**src/rtl/core/ftmrs_pkg.sv**
```systemverilog
// shared types and constants for the fenwick tree modular range sum unit
// used by ftmrs_ctrl, ftmrs_dpath and the top level
package ftmrs_pkg;

   localparam int unsigned IDX_W  = 13;  // 1-based element index and size
   localparam int unsigned NODE_W = 14;  // walk index, holds up to twice the size
   localparam int unsigned VAL_W  = 30;  // residue width

   localparam logic [VAL_W-1:0] PRIME = 30'd1000000007;

   typedef enum logic [1:0] {
      CMD_QUERY = 2'd0,
      CMD_ADD   = 2'd1,
      CMD_SUB   = 2'd2,
      CMD_NONE  = 2'd3
   } ftmrs_op_type;

   typedef enum logic [3:0] {
      ST_CLEAR,
      ST_IDLE,
      ST_CHECK,
      ST_QH_READ,
      ST_QH_ACC,
      ST_QL_READ,
      ST_QL_ACC,
      ST_U_READ,
      ST_U_WRITE,
      ST_DONE
   } ftmrs_state_type;

   typedef struct packed {
      logic load_req;    // capture the request word
      logic clear_wr;    // write zero at the sweep address and advance it
      logic start_hi;    // begin prefix walk at last_index
      logic start_lo;    // keep high prefix, begin walk at first_index-1
      logic start_upd;   // begin update at first_index
      logic rd_node;     // read node n
      logic acc_node;    // fold node into accumulator, step down
      logic wr_node;     // write updated node, step up
      logic next_pos;    // move to next element of the range
      logic set_result;  // load the response register
   } ftmrs_cmd_type;

   typedef struct packed {
      logic clear_last;  // sweep is at the last entry
      logic bad;         // range rejected
      logic is_query;
      logic is_skip;     // unused command code
      logic n_zero;      // downward walk finished
      logic up_last;     // upward walk leaves the active size
      logic range_done;  // current element is last_index
      logic rsp_free;    // response register can take a word
   } ftmrs_status_type;

endpackage

```
**src/rtl/core/ftmrs_ctrl.sv**
```systemverilog
// controller state machine of the fenwick tree range sum unit
// depends on ftmrs_pkg; drives ftmrs_dpath through command and status structs
module ftmrs_ctrl (
   input  logic                        clock,
   input  logic                        reset,
   input  logic                        req_tvalid,
   output logic                        req_tready,
   input  ftmrs_pkg::ftmrs_status_type status,
   output ftmrs_pkg::ftmrs_cmd_type    cmd
);
   import ftmrs_pkg::*;

   ftmrs_state_type state_ff, state_in;

   always_ff @(posedge clock) begin
      if (reset) begin
         state_ff <= ST_CLEAR;
      end else begin
         state_ff <= state_in;
      end
   end

   always_comb begin
      state_in = state_ff;
      case (state_ff)
         ST_CLEAR: begin
            if (status.clear_last) state_in = ST_IDLE;
         end
         ST_IDLE: begin
            if (req_tvalid) state_in = ST_CHECK;
         end
         ST_CHECK: begin
            if (status.is_skip) begin
               state_in = ST_IDLE;
            end else if (status.bad) begin
               state_in = ST_DONE;
            end else if (status.is_query) begin
               state_in = ST_QH_READ;
            end else begin
               state_in = ST_U_READ;
            end
         end
         ST_QH_READ: begin
            state_in = status.n_zero ? ST_QL_READ : ST_QH_ACC;
         end
         ST_QH_ACC: begin
            state_in = ST_QH_READ;
         end
         ST_QL_READ: begin
            state_in = status.n_zero ? ST_DONE : ST_QL_ACC;
         end
         ST_QL_ACC: begin
            state_in = ST_QL_READ;
         end
         ST_U_READ: begin
            state_in = ST_U_WRITE;
         end
         ST_U_WRITE: begin
            if (status.up_last && status.range_done) begin
               state_in = ST_DONE;
            end else begin
               state_in = ST_U_READ;
            end
         end
         ST_DONE: begin
            if (status.rsp_free) state_in = ST_IDLE;
         end
         default: begin
            state_in = ST_IDLE;
         end
      endcase
   end

   always_comb begin
      cmd        = '0;
      req_tready = 1'b0;
      case (state_ff)
         ST_CLEAR: begin
            cmd.clear_wr = 1'b1;
         end
         ST_IDLE: begin
            req_tready   = 1'b1;
            cmd.load_req = req_tvalid;
         end
         ST_CHECK: begin
            cmd.start_hi  = !status.bad && status.is_query && !status.is_skip;
            cmd.start_upd = !status.bad && !status.is_query && !status.is_skip;
         end
         ST_QH_READ: begin
            cmd.rd_node  = !status.n_zero;
            cmd.start_lo = status.n_zero;
         end
         ST_QL_READ: begin
            cmd.rd_node = !status.n_zero;
         end
         ST_QH_ACC, ST_QL_ACC: begin
            cmd.acc_node = 1'b1;
         end
         ST_U_READ: begin
            cmd.rd_node = 1'b1;
         end
         ST_U_WRITE: begin
            cmd.wr_node  = 1'b1;
            // walk left the active size: go on with the next element
            cmd.next_pos = status.up_last && !status.range_done;
         end
         ST_DONE: begin
            cmd.set_result = status.rsp_free;
         end
         default: begin
            cmd = '0;
         end
      endcase
   end

endmodule

```
**config.mk**
```make
export PLATFORM = sky130hd
export DESIGN_NAME = ftmrs_ctrl
export DESIGN_NICKNAME = d
export VERILOG_FILES = /design/src/rtl/core/ftmrs_pkg.sv /design/src/rtl/core/ftmrs_ctrl.sv
export SDC_FILE = /design/constraint.sdc
export NUM_CORES = 1
export LEC_CHECK = 0
export ABC_CLOCK_PERIOD_IN_PS = 1700
export BUFFER_PORTS_ARGS = -buffer_cell sky130_fd_sc_hd__buf_4
export CAP_MARGIN = 20
export CORE_AREA = 8 8 45 47
export CTS_CLUSTER_DIAMETER = 60
export CTS_CLUSTER_SIZE = 16
export DETAILED_ROUTE_END_ITERATION = 7
export DIE_AREA = 0 0 53 55
export PLACE_DENSITY = 0.65
export SYNTH_ARGS = -nofsm -noshare
export SYNTH_HDL_FRONTEND = slang
export SYNTH_SLANG_ARGS = --single-unit
```
**constraint.sdc**
```tcl
create_clock -name clock -period 1.7 [get_ports clock]
set_clock_uncertainty 0.2 [all_clocks]
set_input_delay 0.255 -clock clock [delete_from_list [all_inputs] [get_ports clock]]
set_output_delay 0.255 -clock clock [all_outputs]
set_load 0.02 [all_outputs]
```
==> key figures, run 1 <==
Timing
  – Worst slew margin: 0.786
  – Worst Slack Setup Final: -45.9 ps
  – RSZ-0062 raised after global routing: yes
  – Slew Limit Fails: 0
  – Final Hold Fails: 0
  – Tmin final: 1750 ps
  – Hold slack: approximately 12 ps
  – Worst-Margin Slew: 317 ps
  – Fin crit share: 1.03
  – Setup-failing EPs final: 4
  – FMAX: 573 MHz

Layout
  – Layout Utilization: 0.626
  – Proportion of layout cells with a drive suffix above 1: 0.681
  – Number of fill cells: 126
  – Biggest regs: state_ff x4
  – Max reg flops: 4
  – Area Growth Syn to Fin: 82.6%
  – Total Nets Final: approximately 100
  – Final cell count without fillers: 107
  – Ant. Diodes: 0
  – Top reg by flops: state_ff

CTS
  – H-Tree Depth: 1
  – Hold buffers post-CTS: 0
  – Clk pin slew, worst setup/hold paths: approximately 40 ps
  – Max Root-Sink Buffers: 2
  – Clock Sinks: 4
  – Worst skew pair latency: 240 ps
  – Clk Tree Root Cell: clkbuf_4
  – Number of buffers created by CTS: 3
  – CTS tree: done

Critical path
  – Setup Crit Path Kind: flip-flop to primary output
  – Crit Path Max Fanout: 8
  – CP required: 1240 ps
  – Arrival @ worst endpoint: 1290 ps
  – Setup slack, reg-to-reg: between 150 and 200 ps
  – CP Capture Type: primary output
  – Worst setup SP type: flip-flop

Synthesis
  – Count leader, synth: inv_1
  – Synth Warn #: 0
  – Post-synth EDFFs: 0
  – Commonest register cell after synthesis: dfxtp_1
  – Most area-consuming cells after synthesis: dfxtp_1 (17%), nor4b_1 (5.5%), and3_1 (5.3%)
  – Mapped cell area: 474 µm²
  – Async SR Flop Fraction: 0
  – Syn avg cell area: 8.47 µm²
  – Sequential area share after synthesis: 0.169
  – Syn_nets: 67
  – Synthesized flop and latch total: 4
  – Synth top cells by count: inv_1 (5), and3_1 (4), dfxtp_1 (4)
  – Syn Inst Count: 56
  – Synth top area share: 0.169
  – Cell variety after synth: 33
  – Synth area leader: dfxtp_1

Route
  – Post-route DRC: 0
  – Remaining antenna violation count after routing: 0
  – Routed via count: 566
  – WL final: 1660 µm
  – Initial DRC count: 2
  – Drt first pass iters: 2
  – DR vias/cell: roughly 5.3
  – Drt wl/cell: 15.5 µm

Hold path
  – Worst hold path class: input pin to flip-flop

Outcome
  – Status: complete, but fails checks
  – Failing checks: negative setup slack

Floorplanning
  – Total core area: 1380 µm²
  – Die Footprint: roughly 2900 µm²
  – I/O pin cnt: 22
  – Initial Utilization: 0.343
  – Row count: 14
  – Chip width: 53 µm
  – Die height: ~55 µm

Place
  – I/O Buffers: 21
  – Dpl cells: 97
  – DP HPWL: 1220 µm
  – GP Congestion: 0.879

Global route
  – Largest net degree at the start of global routing: 9
  – Vias in the first global route: 599
  – Initial antenna violation count: 0
  – Total grt overflow: 0
  – GRT Overall Usage: 0.125
  – First-pass GRT wire length: roughly 2700 µm

Pwr
  – Clock share of power: 0.351
  – Sequential Power Share: 0.292
  – Pwr Density: 404 nW/µm²
  – P_int: 0.000241 W
  – Leakage: 0.387 nW
  – Switch share: 0.311
  – Gate power share: 0.357
  – Worst vdd ir: between 0.4 and 0.5 mV
  – P_sw: 0.000109 W
  – Pwr Total: 0.000350 W

Flow run
  – Max Cap Viol: 0
-- logic make-up after synthesis --
logic type	Yosys count	synth area share
xor+xnor	2	0.0369
buf+inv	10	0.121
fa+ha+maj	1	0.0211
flops	4	0.169
simple gates	27	0.435
compound gates	12	0.216
-- per-stage QoR --
step / setup slack (ps) / area [µm²] / setup TNS (ps)
after floorplan: 5.76 / 497 / 0
after global placement: 136 / 703 / 0
after detailed placement: 91.8 / 703 / 0
after CTS: -97.6 / 835 / -319
after global routing: -124 / 866 / -701
final: -45.9 / 866 / -128
-- metal layers --
layer / GRT usage / part of all wire / routed length (µm) / vias up
met3: 0.0374 / 0.052 / 86 / 2
met4: 0.0517 / 0.0097 / 16 / 0
met5: 0 / 0 / 0 / -
met1: 0.127 / 0.40 / 665 / 265
li1: - / - / - / 284
met2: 0.230 / 0.54 / 890 / 15
-- layout by cell type (no fill, tap or decap), drive strengths merged, types with 2 or more instances in the layout --
| master | instances |
|---|---|
| buf | 37 |
| a31oi | 2 |
| o311ai | 2 |
| o21ai | 2 |
| nor3 | 3 |
| a211oi | 2 |
| and3 | 4 |
| and2 | 2 |
| inv | 5 |
| xor2 | 2 |
| dfxtp | 4 |
| nand2 | 3 |
| nor4 | 2 |
| clkbuf | 3 |
| nor4b | 4 |
| nor3b | 3 |
-- timing repair --
item / in CTS / in global routing
gates resized for setup: 17 / 9
pin swaps: 4 / 5
gates cloned: 0 / 0
buffers inserted: 6 / 1
setup endpoints to repair: 9 / 10
-- critical path, cell delays in order, from the launching register on --
cell     delay (ps)
dfxtp_4         370
maj3_1          370
and3_4          190
buf_6           120
-- power by group through the flow --
| stage | Combinational [W] | Sequential, W | Clock (W) |
|---|---|---|---|
| final | 0.000125 | 0.000102 | 0.000123 |
| after floorplan | 0.0000569 | 0.000104 | 0 |
| after global placement | 0.000101 | 0.000105 | 0 |
| after CTS | 0.000122 | 0.000101 | 0.000127 |
| after detailed placement | 0.000102 | 0.000106 | 0 |
| after global routing | 0.000133 | 0.000102 | 0.000138 |
-- path summary, 6_finish.rpt --
check | startpoint | endpoint | cells past startpoint
max | state_ff[1] | cmd[4] | 3
min | reset | state_ff[1] | 2
max reg2reg | state_ff[0] | state_ff[3] | 5
min reg2reg | state_ff[0] | state_ff[3] | 2
-- cell type report --
class,instances,area [µm²],share of cell area
multi-input combinational,42,393,0.454
sequential,4,92.6,0.107
inverter,5,18.8,0.0217
timing repair buffer,37,319,0.368
clock buffer,3,22.5,0.0260
tap,16,20.0,0.0231
Note: power is estimated with default switching activity, not from simulation.
==> run 2: changes to the inputs <==
--- a/config.mk
+++ b/config.mk
@@ -5,6 +5,7 @@
 export SDC_FILE = /design/constraint.sdc
 export NUM_CORES = 1
 export LEC_CHECK = 0
+export ABC_AREA = 1
 export ABC_CLOCK_PERIOD_IN_PS = 1700
 export BUFFER_PORTS_ARGS = -buffer_cell sky130_fd_sc_hd__buf_4
 export CAP_MARGIN = 20
@@ -13,7 +14,7 @@
 export CTS_CLUSTER_SIZE = 16
 export DETAILED_ROUTE_END_ITERATION = 7
 export DIE_AREA = 0 0 53 55
-export PLACE_DENSITY = 0.65
+export PLACE_DENSITY = 0.63
 export SYNTH_ARGS = -nofsm -noshare
 export SYNTH_HDL_FRONTEND = slang
 export SYNTH_SLANG_ARGS = --single-unit
==> run 2 against run 1 <==
  * The flow now finishes without violations
  * Die area unchanged
  * Maximum frequency increased by 2.9%
  * Utilization fell by 8.0 points
  * Power down 0.87%
  * Clock power shrank 7%
  * Critical path type unchanged
  * Critical endpoint is now cmd[9]
  * Largest cell class unchanged
  * Highest routed layer is now met3
==> key figures, run 2 <==
Floorplanning
  – Chip width: approximately 53 µm
  – Die Footprint: 2920 µm²
  – Initial Utilization: 0.328
  – Row count: 14
  – I/O pin cnt: 22
  – Total core area: 1380 µm²
  – Die height: 55 µm

Synthesis
  – Synth top cells by count: nand2_1 (22), inv_1 (12), nor2_1 (10), nand3_1 (8), nor2_2 (7)
  – Post-synth EDFFs: 0
  – Synth Warn #: 0
  – Synthesized flop and latch total: 4
  – Count leader, synth: nand2_1
  – Async SR Flop Fraction: 0
  – Cell variety after synth: 17
  – Syn Inst Count: 83
  – Synth top area share: 0.182
  – Syn avg cell area: 5.47 µm²
  – Commonest register cell after synthesis: dfxtp_1
  – Most area-consuming cells after synthesis: nand2_1 (18%), dfxtp_1 (18%), inv_1 (9.9%)
  – Mapped cell area: 454 µm²
  – Sequential area share after synthesis: 0.176
  – Syn_nets: between 90 and 100
  – Synth area leader: nand2_1

Layout
  – Proportion of layout cells with a drive suffix above 1: 0.483
  – Number of fill cells: 150
  – Total Nets Final: 129
  – Top reg by flops: state_ff
  – Sequential Area: between 90 and 100 µm²
  – Max reg flops: 4
  – Most frequent cells in the layout: buf_4 (30), nand2_1 (21), inv_1 (12)
  – Biggest regs: state_ff x4
  – Area Growth Syn to Fin: 66.4%
  – Ant. Diodes: 0
  – Most common cell after layout, fill and taps aside: buf_4
  – Multi-input logic area: 322 µm²

Global route
  – Vias in the first global route: 608
  – First-pass GRT wire length: roughly 2400 µm
  – Initial antenna violation count: 0
  – Total grt overflow: 0
  – GRT Overall Usage: 0.103
  – Largest net degree at the start of global routing: 9

Timing
  – Final Hold Fails: 0
  – Fin crit share: 0.998
  – Setup-failing EPs final: 0
  – Tmin final: 1700 ps
  – FMAX: around 590 MHz
  – Slew Limit Fails: 0
  – Worst-Margin Slew: 293 ps
  – Setup TNS: 0 ps
  – RSZ-0062 raised after global routing: yes
  – Worst slew margin: 0.803

Place
  – I/O Buffers: 21
  – DP HPWL: between 1000 and 1500 µm
  – GP Congestion: 0.797

Critical path
  – CP required: 1240 ps
  – Top cell family by delay on the critical path: flip-flops
  – CP Capture Type: primary output
  – Setup Crit Path Kind: flip-flop to primary output
  – Slowest cell on crit path: dfxtp_4
  – Bufs and invs on worst path: 2
  – Arrival @ worst endpoint: 1240 ps
  – Crit-path max cell delay: 370 ps
  – Cell mode on critical path: buf_4
  – Crit Path Max Fanout: 6
  – Worst path cell trace: nor2_4 -> buf_4 -> nand2_1 -> nor2_1 -> buf_4
  – Worst setup SP type: flip-flop

CTS
  – Max Root-Sink Buffers: 2
  – H-Tree Depth: 1
  – Number of buffers created by CTS: 3
  – Clk pin slew, worst setup/hold paths: 40 ps
  – Clock Sinks: 4
  – CTS tree: done
  – Clk Tree Root Cell: clkbuf_4
  – Worst skew pair latency: about 230 ps

Pwr
  – Worst vdd ir: 0.419 mV
  – Pwr Density: 459 nW/µm²
  – Pwr Total: 0.000347 W
  – Leakage: between 0.4 and 0.5 nW

Route
  – Initial DRC count: 15
  – Post-route DRC: 0
  – WL final: 1390 µm
  – DR vias/cell: 4.68
  – Drt wl/cell: 10.5 µm
  – Drt first pass iters: 4
  – Remaining antenna violation count after routing: 0
  – Routed via count: around 620

Flow run
  – Max Cap Viol: 0

Outcome
  – Status: completed

Hold path
  – Worst hold path class: input pin to flip-flop
run 2: changes by cell type after synthesis, sizes merged, moves of 3 or more:
cell | previous run | this run
nor2 | 1 | 19
nor4b | 4 | 0
and3 | 4 | 0
nand2 | 3 | 23
buf | 5 | 1
inv | 5 | 17
nor3b | 3 | 0
nand3 | 1 | 8
run 2: stage by stage:
stage | hold slack [ps] | instance area [µm²] | util | instances | setup slack [ps]
after floorplan | 122 | 454 | - | 83 | 23.0
after global placement | 252 | 643 | 0.465 | 122 | 91.8
after detailed placement | 251 | 643 | 0.465 | 122 | 111
after CTS | 111 | 726 | 0.524 | 131 | -5.84
after global routing | 143 | 756 | 0.546 | 132 | -91.3
final | 126 | 756 | 0.546 | 132 | 3.70
run 2: final timing paths:
kind               start           to  slack, ps  cells past startpoint
max          state_ff[2]       cmd[9]          4                      5
min            status[5]  state_ff[2]        130                      4
max reg2reg  state_ff[2]  state_ff[1]        280                      8
min reg2reg  state_ff[2]  state_ff[3]        440                      3
run 2: where the power goes:
part | internal, W | total [W] | switching, W | leakage [nW]
Combinational | 0.0000602 | 0.000124 | 0.0000633 | 0.382
Sequential | 0.0000971 | 0.000109 | 0.0000121 | 0.0352
Clock | 0.0000787 | 0.000114 | 0.0000351 | 0.0138
run 2: tightest hold or removal path, cell delays in order:
cell and delay, ps:
buf_4 80, inv_1 40, nand2_1 80, a21oi_1 60
run 2: metal layers:
layer  global-route usage  part of all wire
met2                0.193              0.52
met5                    0                 0
met1                0.114              0.41
met4               0.0172                 0
met3               0.0267             0.067
run 2: cell type report:
type / instances / area share
clock buffers: 3 / 0.0298
inverters: 17 / 0.0844
multi-input cells: 61 / 0.425
flip-flops and latches: 4 / 0.123
well taps: 16 / 0.0265
repair buffers: 31 / 0.311
run 2: timing repair:
action,4_1_cts,5_1_grt
hold buffers,1,0
setup buffers,5,1
pin swaps,1,3
hold endpoints to repair,1,0
gates resized for setup,7,5
endpoints found under the setup margin,6,9
run 2: cells by family after synthesis:
logic type,synth area share
flops,0.176
buf+inv,0.165
simple gates,0.609
compound gates,0.0496
==> run 3: changes to the inputs <==
--- a/config.mk
+++ b/config.mk
@@ -6,7 +6,7 @@
 export NUM_CORES = 1
 export LEC_CHECK = 0
 export ABC_AREA = 1
-export ABC_CLOCK_PERIOD_IN_PS = 1700
+export ABC_CLOCK_PERIOD_IN_PS = 1900
 export BUFFER_PORTS_ARGS = -buffer_cell sky130_fd_sc_hd__buf_4
 export CAP_MARGIN = 20
 export CORE_AREA = 8 8 45 47
==> constraint.sdc (replaced) <==
create_clock -name clock -period 1.9 [get_ports clock]
set_clock_uncertainty 0.2 [all_clocks]
set_input_delay 0.285 -clock clock [delete_from_list [all_inputs] [get_ports clock]]
set_output_delay 0.285 -clock clock [all_outputs]
set_load 0.02 [all_outputs]
==> run 3 against run 2 <==
  * Global-route usage decreased by 0.66 points
  * Clock power decreased by 5%
  * Die area unchanged
  * Cell count decreased by 6.1%
  * Hold slack got worse by 97 ps
  * Critical path depth increased by 1
  * First-iteration DRC count decreased by 53%
  * Clock-buffer cell count unchanged
  * Non-clock buffer count decreased by 8
  * Sequential share of layout area increased by 0.58 points
  * Utilization decreased by 6.7 points
  * Critical endpoint is now cmd[1]
  * Highest routed layer is now met4
==> key figures, run 3 (synthesis results as in run 2) <==
Pwr
  – Leakage: 0.394 nW
  – Sequential Power Share: 0.324
  – Worst vdd ir: roughly 0.36 mV
  – P_sw: between 0.00009 and 0.0001 W
  – P_int: roughly 0.00020 W
  – Clock share of power: 0.356
  – Gate power share: 0.320
  – Pwr Density: 456 nW/µm²
  – Switch share: 0.327

Critical path
  – Crit Reg-Reg Startpoint: state_ff[2]
  – Worst setup SP type: flip-flop
  – Setup Crit Path Kind: flip-flop to primary output
  – Crit-path max cell delay: roughly 360 ps
  – Top cell family by delay on the critical path: simple AND/OR/NAND/NOR gates
  – Slowest cell on crit path: dfxtp_2
  – Reg2reg end: state_ff[1]
  – CP required: 1410 ps
  – CP Capture Type: primary output
  – Cell mode on critical path: nand2_1
  – Worst path cell trace: nor2_2 -> nand2_1 -> inv_1 -> nand2_1 -> nor2_1 -> buf_4
  – Setup slack, reg-to-reg: ~520 ps
  – Crit Path Max Fanout: 8
  – Bufs and invs on worst path: 2
  – Arrival @ worst endpoint: roughly 1300 ps
  – Worst-case reg-to-reg path depth: 8

Timing
  – Setup TNS: 0 ps
  – Tmin final: around 1800 ps
  – Worst slew margin: 0.837
  – Final Hold Fails: 0
  – Fin crit share: 0.949
  – Slew Limit Fails: 0
  – RSZ-0062 raised after global routing: no
  – Worst-Margin Slew: 242 ps
  – Hold slack: 28.8 ps
  – FMAX: 555 MHz
  – Setup-failing EPs final: 0

Layout
  – Number of fill cells: 158
  – Multi-input logic area: between 200 and 300 µm²
  – Biggest regs: state_ff x4
  – Max reg flops: 4
  – Final instance area: around 660 µm²
  – Top reg by flops: state_ff
  – Most common cell after layout, fill and taps aside: buf_4
  – Total Nets Final: 121
  – Sequential Area: about 85 µm²
  – Area Growth Syn to Fin: 46.0%
  – Proportion of layout cells with a drive suffix above 1: 0.426
  – Most frequent cells in the layout: buf_4 (23), nand2_1 (22), inv_1 (12)
  – Layout Utilization: 0.479
  – Ant. Diodes: 0

Floorplanning
  – Total core area: 1380 µm²
  – Die height: 55 µm
  – Row count: 14
  – Chip width: 53 µm
  – Die Footprint: just under 3000 µm²
  – I/O pin cnt: 22
  – Initial Utilization: 0.328

Place
  – Area after DPL: 621 µm²
  – DP HPWL: 1080 µm
  – GP Congestion: 0.833
  – I/O Buffers: 21

CTS
  – Number of buffers created by CTS: 3
  – Clk pin slew, worst setup/hold paths: 40 ps
  – Clk Tree Root Cell: clkbuf_4
  – H-Tree Depth: 1
  – CTS tree: done
  – Hold buffers post-CTS: 0
  – Worst skew pair latency: 240 ps
  – Clock Sinks: 4
  – Max Root-Sink Buffers: 2

Route
  – Routed via count: 551
  – Remaining antenna violation count after routing: 0
  – Initial DRC count: 7
  – Post-route DRC: 0
  – Drt wl/cell: 10.3 µm
  – DR vias/cell: between 4 and 5
  – Drt first pass iters: 4
  – WL final: 1270 µm

Hold path
  – Worst hold path class: input pin to flip-flop
  – Min-Delay Path Depth: 2
  – Hold path endpoint: state_ff[3]
  – Worst min-delay path startpoint: reset

Global route
  – Largest net degree at the start of global routing: 9
  – GRT Overall Usage: 0.0961
  – Total grt overflow: 0
  – First-pass GRT wire length: around 2200 µm
  – Vias in the first global route: about 530
  – Initial antenna violation count: 0

Outcome
  – Status: completed

Flow run
  – Max Cap Viol: 0
## run 3: changes by cell type in the layout (fill, tap and decap cells not counted), moves of 2 or more
cell and delta:
dfxtp_2 +3, dfxtp_4 -3, nor2_4 -2, buf_4 -7, nor2_2 +2
## run 3: repair_timing
action,in CTS,in global routing
setup buffers,0,2
gates resized for setup,0,4
endpoints found under the setup margin,0,4
## run 3: worst max path at each step
stage	from	endpoint	slack (ps)	cells past startpoint
floorplan	state_ff[0]	cmd[1]	190	6
global placement	state_ff[1]	cmd[5]	280	7
detailed placement	state_ff[1]	cmd[5]	280	7
CTS	state_ff[1]	cmd[5]	20	7
global route	state_ff[0]	cmd[1]	5	6
finish	state_ff[0]	cmd[1]	100	6
## run 3: worst register-to-register path, stage by stage, from the launching register on
cell and delay (ps):
dfxtp_2 360, nor2_4 200, buf_4 140, inv_2 30, nor2_1 80, nor2_1 60
nor2_2 110, nand2_1 70, nor2_2 70
## run 3: per-stage QoR
stage               cells  power (W)  setup WS [ps]
floorplan              83   0.000159            193
global placement      119   0.000194            277
detailed placement    119   0.000194            280
CTS                   122   0.000304           18.4
global route          124   0.000322           4.60
finish                124   0.000302           97.5
## run 3: power groups by stage
stage	Sequential (W)	Clock (W)	Combinational, W
global placement	0.0000976	0	0.0000963
CTS	0.0000967	0.000111	0.0000962
global route	0.0000985	0.000116	0.000108
floorplan	0.0000924	0	0.0000668
detailed placement	0.0000980	0	0.0000959
finish	0.0000978	0.000108	0.0000967
## run 3: layout make-up
cell class	instances	share of cell area
clock buffers	3	0.0340
inverters	17	0.0962
multi-input cells	61	0.451
flip-flops and latches	4	0.128
well taps	16	0.0302
repair buffers	23	0.260
## run 3: per-layer routing
metal / GRT usage / wire, µm
met1: 0.117 / 612
met2: 0.154 / 554
met3: 0.0214 / 81
met4: 0.0517 / 23
met5: 0 / 0
